**config.mk**
```make
export PLATFORM = sky130hd
export DESIGN_NAME = cht_ctrl
export DESIGN_NICKNAME = d
export VERILOG_FILES = /design/src/design/cht_pkg.sv /design/src/design/cht_ctrl.sv
export SDC_FILE = /design/constraint.sdc
export NUM_CORES = 1
export LEC_CHECK = 0
export BUFFER_PORTS_ARGS = -buffer_cell sky130_fd_sc_hd__buf_4
export CORE_AREA = 4 4 41 43
export CTS_BUF_LIST = sky130_fd_sc_hd__clkbuf_16
export CTS_CLUSTER_DIAMETER = 30
export CTS_CLUSTER_SIZE = 16
export DETAILED_ROUTE_END_ITERATION = 12
export DIE_AREA = 0 0 45 47
export PLACE_DENSITY_LB_ADDON = 0.15
export SYNTH_ARGS = -nofsm -noshare
export SYNTH_HDL_FRONTEND = slang
export SYNTH_SLANG_ARGS = --single-unit
export TNS_END_PERCENT = 5
```
**constraint.sdc**
```tcl
create_clock -name clock -period 1.4 [get_ports clock]
set_clock_uncertainty 0.2 [all_clocks]
set_input_delay 0.28 -clock clock [delete_from_list [all_inputs] [get_ports clock]]
set_output_delay 0.28 -clock clock [all_outputs]
set_load 0.02 [all_outputs]
```
**src/design/cht_pkg.sv**
```systemverilog
// ----------------------------------------------------------------------------
// cht_pkg: shared constants and types of the cuckoo hash table core
// Field widths, status and register codes, datapath operation codes and the
// command and status bundles between controller and datapath.
// ----------------------------------------------------------------------------
package cht_pkg;

   localparam int KEY_W       = 64;
   localparam int CAP_W       = 11;
   localparam int LEN_W       = 4;
   localparam int KICK_W      = 5;
   localparam int STAT_W      = 3;
   localparam int CNT_W       = 12;
   localparam int CSR_IDX_W   = 2;
   localparam int CSR_DATA_W  = 16;

   localparam int DEF_TABLE_DEPTH   = 1024;
   localparam int DEF_KEY_MAX_BYTES = 8;
   localparam int DEF_DATA_WIDTH    = 32;

   localparam logic [CAP_W-1:0]  RST_CAPACITY   = CAP_W'(1021);
   localparam logic [LEN_W-1:0]  RST_KEY_BYTES  = LEN_W'(8);
   localparam logic [KICK_W-1:0] RST_KICK_LIMIT = KICK_W'(9);

   localparam logic [63:0] DJB_SEED  = 64'd5381;
   localparam logic [63:0] SDBM_SEED = 64'd65599;

   // register indexes
   localparam logic [CSR_IDX_W-1:0] CSR_CAPACITY   = 2'd0;
   localparam logic [CSR_IDX_W-1:0] CSR_KEY_BYTES  = 2'd1;
   localparam logic [CSR_IDX_W-1:0] CSR_KICK_LIMIT = 2'd2;

   // result status codes
   localparam logic [STAT_W-1:0] ST_INSERTED = 3'd0;
   localparam logic [STAT_W-1:0] ST_UPDATED  = 3'd1;
   localparam logic [STAT_W-1:0] ST_FAILED   = 3'd2;
   localparam logic [STAT_W-1:0] ST_HIT      = 3'd3;
   localparam logic [STAT_W-1:0] ST_MISS     = 3'd4;

   // datapath operations
   localparam int OP_W = 4;
   localparam logic [OP_W-1:0] OP_NONE        = 4'd0;
   localparam logic [OP_W-1:0] OP_LOAD        = 4'd1;
   localparam logic [OP_W-1:0] OP_HASH_NEW    = 4'd2;
   localparam logic [OP_W-1:0] OP_HASH_CARRY  = 4'd3;
   localparam logic [OP_W-1:0] OP_READ_BOTH   = 4'd4;
   localparam logic [OP_W-1:0] OP_READ_SIDE   = 4'd5;
   localparam logic [OP_W-1:0] OP_LOOKUP_RES  = 4'd6;
   localparam logic [OP_W-1:0] OP_UPD1        = 4'd7;
   localparam logic [OP_W-1:0] OP_UPD2        = 4'd8;
   localparam logic [OP_W-1:0] OP_PLACE_NEW   = 4'd9;
   localparam logic [OP_W-1:0] OP_EVICT_NEW   = 4'd10;
   localparam logic [OP_W-1:0] OP_SPILL       = 4'd11;
   localparam logic [OP_W-1:0] OP_PLACE_CARRY = 4'd12;
   localparam logic [OP_W-1:0] OP_SWAP        = 4'd13;
   localparam logic [OP_W-1:0] OP_EMIT        = 4'd14;

   typedef struct packed {
      logic [OP_W-1:0] op;
   } cmd_type;

   typedef struct packed {
      logic clearing;
      logic hash_done;
      logic is_lookup;
      logic hit1;
      logic hit2;
      logic valid1;
      logic valid_side;
      logic over_limit;
      logic rsp_free;
   } stat_type;

endpackage

```
**src/design/cht_ctrl.sv**
```systemverilog
// ----------------------------------------------------------------------------
// cht_ctrl: sequencing state machine
// Walks each word through hashing, table reads, the decision and the
// displacement chain, and issues one datapath operation per cycle.
// ----------------------------------------------------------------------------
module cht_ctrl import cht_pkg::*; (
   input  logic     clock,
   input  logic     reset,
   input  logic     req_valid,
   output logic     req_ready,
   input  stat_type stat,
   output cmd_type  cmd
);

   localparam logic [3:0] S_IDLE  = 4'd0;
   localparam logic [3:0] S_HNEW  = 4'd1;
   localparam logic [3:0] S_HWAIT = 4'd2;
   localparam logic [3:0] S_READ  = 4'd3;
   localparam logic [3:0] S_DEC   = 4'd4;
   localparam logic [3:0] S_KICK  = 4'd5;
   localparam logic [3:0] S_KWAIT = 4'd6;
   localparam logic [3:0] S_KREAD = 4'd7;
   localparam logic [3:0] S_KDEC  = 4'd8;
   localparam logic [3:0] S_DONE  = 4'd9;

   logic [3:0] state_ff, state_in;

   assign req_ready = (state_ff == S_IDLE) && !stat.clearing;

   always_comb begin
      state_in = state_ff;
      cmd.op   = OP_NONE;
      case (state_ff)
         S_IDLE: begin
            if (req_valid && req_ready) begin
               cmd.op   = OP_LOAD;
               state_in = S_HNEW;
            end
         end
         S_HNEW: begin
            cmd.op   = OP_HASH_NEW;
            state_in = S_HWAIT;
         end
         S_HWAIT: begin
            if (stat.hash_done)
               state_in = S_READ;
         end
         S_READ: begin
            cmd.op   = OP_READ_BOTH;
            state_in = S_DEC;
         end
         S_DEC: begin
            state_in = S_DONE;
            if (stat.is_lookup)
               cmd.op = OP_LOOKUP_RES;
            else if (stat.hit1)
               cmd.op = OP_UPD1;
            else if (stat.hit2)
               cmd.op = OP_UPD2;
            else if (!stat.valid1)
               cmd.op = OP_PLACE_NEW;
            else begin
               cmd.op   = OP_EVICT_NEW;
               state_in = S_KICK;
            end
         end
         S_KICK: begin
            if (stat.over_limit) begin
               cmd.op   = OP_SPILL;
               state_in = S_DONE;
            end else begin
               cmd.op   = OP_HASH_CARRY;
               state_in = S_KWAIT;
            end
         end
         S_KWAIT: begin
            if (stat.hash_done)
               state_in = S_KREAD;
         end
         S_KREAD: begin
            cmd.op   = OP_READ_SIDE;
            state_in = S_KDEC;
         end
         S_KDEC: begin
            if (stat.valid_side) begin
               cmd.op   = OP_SWAP;
               state_in = S_KICK;
            end else begin
               cmd.op   = OP_PLACE_CARRY;
               state_in = S_DONE;
            end
         end
         S_DONE: begin
            if (stat.rsp_free) begin
               cmd.op   = OP_EMIT;
               state_in = S_IDLE;
            end
         end
         default: state_in = S_IDLE;
      endcase
   end

   always_ff @(posedge clock) begin
      if (reset)
         state_ff <= S_IDLE;
      else
         state_ff <= state_in;
   end

endmodule

```
* After elaboration in Yosys (flattened, before gate mapping)
Cells that the tools add are included.
** Cells by class
- Equality and inequality tests :: 13
- Multiplexer cells :: 20
- Reductions and logical operators :: 5
** Operators with widths (count)
- 4-bit two-way mux :: 14
- 4-bit one-hot mux with 10 select lines :: 1
- 4-bit one-hot mux with 8 select lines :: 1
- 4-bit by 3-bit == test with 1-bit output (second input constant) :: 4
- 4-bit by 2-bit == test with 1-bit output (second input constant) :: 2
- 4-bit == test (second input constant) :: 2
- 2-bit inequality test (second input constant) :: 3
- 4-bit by 1-bit == test with 1-bit output (second input constant) :: 1
- 4-bit zero test :: 1
- 2-bit two-way mux :: 2
- 4-bit AND reduction :: 1
- 1-bit logical AND :: 2
- 1-bit two-way mux :: 2
- 2-bit by 1-bit inequality test with 1-bit output (second input constant) :: 1
- 1-bit zero test :: 1
** Storage, ports and cells
- Bits in registers :: 4
- Bits of input ports :: 12
- Word-level logic and storage cells :: 39

* Logic depth before layout (Yosys ltp)
- Word-level depth :: 5
- Gate-level depth with buffers :: 5
- Depth with buffers taken out :: 4

* Least setup slack after synthesis
No wires, ideal clock.
- Kind :: flip-flop to output port
- From :: register state_ff[3]
- To :: output port cmd[0] in the netlist's numbering
- Arrival time :: 1290 ps
- Required time :: 920 ps
- Slack :: -370 ps
- Stages on the path, launching flop included :: 4
- Buffers on the path :: 1
- Cells stage by stage :: dfxtp_1 buf_2 a21oi_1 o32ai_1
** RTL lines
- start, declared :: line cht_ctrl.sv:26 : logic [3:0] state_ff, state_in;
- start signal, assigned :: line cht_ctrl.sv:107 : state_ff <= state_in;
- end, declared :: line cht_ctrl.sv:12 : output cmd_type cmd

==> summary.md <==
| Metric | Value |
|---|---|
| Outcome | finished with violations |
| Failing checks | setup timing |
| Multiplexer area fraction after synthesis | 0% |
| DP Area | 822 um2 |
| Post-synthesis register bit count | 4 |
| Total gr overflow | 0 |
| Clock sink count | 4 |
| Synth Area in XOR/XNOR | 0% |
| Leak pwr | 0.401 nW |
| Initial Utilization | 34.0% |
| Adder-Cell Fraction of Synth Area | 0% |
| Finished Cell Area | 948 um2 |
| Hold Buf Count CTS | 0 |
| Antenna Nets Post-Route | 0 |
| Synthesized Nets | 77 |
| Total power | 0.00102 W |
| Sum Neg Setup Slack | -2.30 ns |
| Final setup viols | 8 |
| Crit Path Class | register to output port |
| Crit path launch type | register |
| Commonest non-fill, non-tap cell in the layout | buf_4 |
| GPL Wtd Cong | 0.805 |
| Vias per inst | 5.53 |
| Final Max Tran Viols | 0 |
| Data arrival, critical path | 1.32 ns |
| Worst path cell trace | or2_4 -> o32ai_4 -> buf_6 |
| Final Cycle Share | 129% |
| Vias | 658 |
| Post-DP HPWL | 1220 um |
| Critical R2R Launch | state_ff[3]$_SDFFE_PP0P_ |
| FMAX | 554 MHz |
| Die Area | 2120 um2 |
| CTS tree | yes |
| CTS root buf | clkbuf_16 |
| Most frequent cells in the layout | buf_4 (34), nor2_1 (10), buf_6 (5) |
| Max IR drop VDD | 745 uV |
| Die width | 45 um |
| Nets | 117 |
| Worst path buffer plus inverter count | 1 |
| CP max stage delay | 0.37 ns |
| Critical-path maximum fanout | 9 |
| Final wirelength | 1910 um |
| Initial antenna violation count | 0 |
| Worst Path Required | 0.92 ns |
| Area grow syn2layout | 114% |
| ANT cells | 0 |
| Worst Hold Path EP | state_ff[2]$_SDFFE_PP0P_ |
| Synth Cell Area | 443 um2 |
| Max_slew headroom | 81.2% |
| Setup ws final | -0.405 ns |
| Min-Delay Path Class | input port to register |
| R2R Setup Slk | -0.21 ns |
| Unrepaired setup endpoints after global routing | true |
| GRT Overall Usage | 20.9% |
| Final Hold Violating Endpoints | 0 |
| Cells after synthesis | 65 |
| Post-layout min period | 1.80 ns |
| Pre-CTS setup slack | -0.243 ns |
| Yosys warnings | 0 |
| H-tree levels | 1 |
| First-pass GRT wire length | 3040 um |
| Drt first pass iters | 4 |
| Vias in the first global route | 653 |
| Synth unique cells | 29 |
| Row cnt | 13 |
| Layout cells sized above 1 | 58.7% |
| Max FFs per register | 4 |
| Largest family of logic cells by synthesized area | simple AND/OR/NAND/NOR gates |
| Wirelength per Cell | 16.0 um |
| DIE HEIGHT | 47 um |
| Worst reg2reg path endpoint | state_ff[2]$_SDFFE_PP0P_ |
| Post-synthesis simple-gate area fraction | 44.6% |
| Top reg by flops | state_ff |
| Drt drc | 0 |
| I/O Buffers | 16 |
| Clock buffer depth | 2 |
| Worst-case reg-to-reg path depth | 5 |
| P per Cell Area | 1070 nW/um2 |
| Largest net degree at the start of global routing | 13 |
| Largest regs | state_ff (4) |
| IO Count | 17 |
| Syn avg cell area | 6.81 um2 |
| Register area share after synthesis | 18.1% |
| Reg clk slew, reported paths | 0.03 ns |
| Hold depth | 2 |
| Max-Cap Viols | 0 |
| Compound-Gate Fraction of Synth Area | 32.2% |
| CP top delay family | flip-flops |
| Total CTS buffers | 3 |
| Critical Path End Type | output port |
| Hold Startpoint | reset |
| Area of the core | 1300 um2 |
| Worst-Margin Slew | 0.280 ns |
| Detailed router's first-iteration violation count | 9 |
| CP max-delay cell | dfxtp_4 |
| Clk_lat worst skew | 0.23 ns |
report_power, final:
group          internal [W]  switching (W)
Combinational      0.000206       0.000183
Clock              0.000370      0.0000968
Sequential         0.000129      0.0000321
Total              0.000705       0.000312
cells in the mapped netlist (all sizes together):
master,count,area [um2]
inv,1,3.75
nor4b,1,15.0
dfxtp,4,80.1
clkbuf,1,3.75
nor4,1,6.26
o21ai,5,25.0
nand2,3,11.3
a21oi,5,25.0
nor2b,4,25.0
nand2b,6,45.0
o21bai,1,7.51
nand3,1,5.00
nor2,10,37.5
a31oi,2,12.5
o32ai,3,26.3
o21a,1,7.51
nor3b,2,15.0
o22ai,1,6.26
a221oi,1,8.76
a21o,1,7.51
buf,3,15.0
or2,1,6.26
nand3b,1,7.51
nor3,3,15.0
o311ai,1,8.76
a211oi,1,7.51
or3b,1,8.76
worst max-delay path by stage:
stage	startpoint	to	slack, ns	cells after the start
final	state_ff[0]$_SDFFE_PP0P_	cmd[0]	-0.40	3
after global routing	state_ff[3]$_SDFFE_PP0P_	cmd[1]	-0.46	5
after CTS	state_ff[0]$_SDFFE_PP0P_	cmd[0]	-0.41	3
after detailed placement	stat[5]	cmd[0]	-0.24	5
after global placement	state_ff[3]$_SDFFE_PP0P_	cmd[1]	-0.23	5
after floorplan	state_ff[3]$_SDFFE_PP0P_	cmd[2]	-0.08	4
stage by stage:
| stage | hold slack, ns | instances | util, % |
|---|---|---|---|
| after detailed placement | 0.270 | 114 | 63.2 |
| after global routing | 0.0541 | 119 | 72.9 |
| after global placement | 0.267 | 114 | 63.2 |
| after floorplan | 0.142 | 65 | - |
| final | 0.0487 | 119 | 72.9 |
| after CTS | 0.0415 | 118 | 71.5 |
final cells by class:
| class | count | area [um2] |
|---|---|---|
| Multi-Input combinational cell | 56 | 440 |
| Fill cell | 101 | 353 |
| Timing Repair Buffer | 39 | 312 |
| Sequential cell | 4 | 95.1 |
| Clock buffer | 3 | 75.1 |
| Tap cell | 15 | 18.8 |
| Clock inverter | 1 | 3.75 |
| Inverter | 1 | 3.75 |
timing repair:
| item | 4_1_cts | 5_1_grt |
|---|---|---|
| setup buffers | 0 | 1 |
| pin swaps | 4 | 1 |
| setup endpoints to repair | 8 | 8 |
| resized for setup | 9 | 3 |
routing by layer:
metal | routed length [um] | track usage, % | vias up
met4 | 68 | 14.6 | 0
met2 | 1040 | 35.3 | 15
met5 | 0 | 0 | -
li1 | - | - | 323
met3 | 64 | 4.98 | 8
met1 | 733 | 23.2 | 312
cells by family after synthesis:
logic type / Yosys count
buf+inv: 5
compound gates: 22
flops: 4
simple gates: 34
Power figures use the tool's default switching activity.
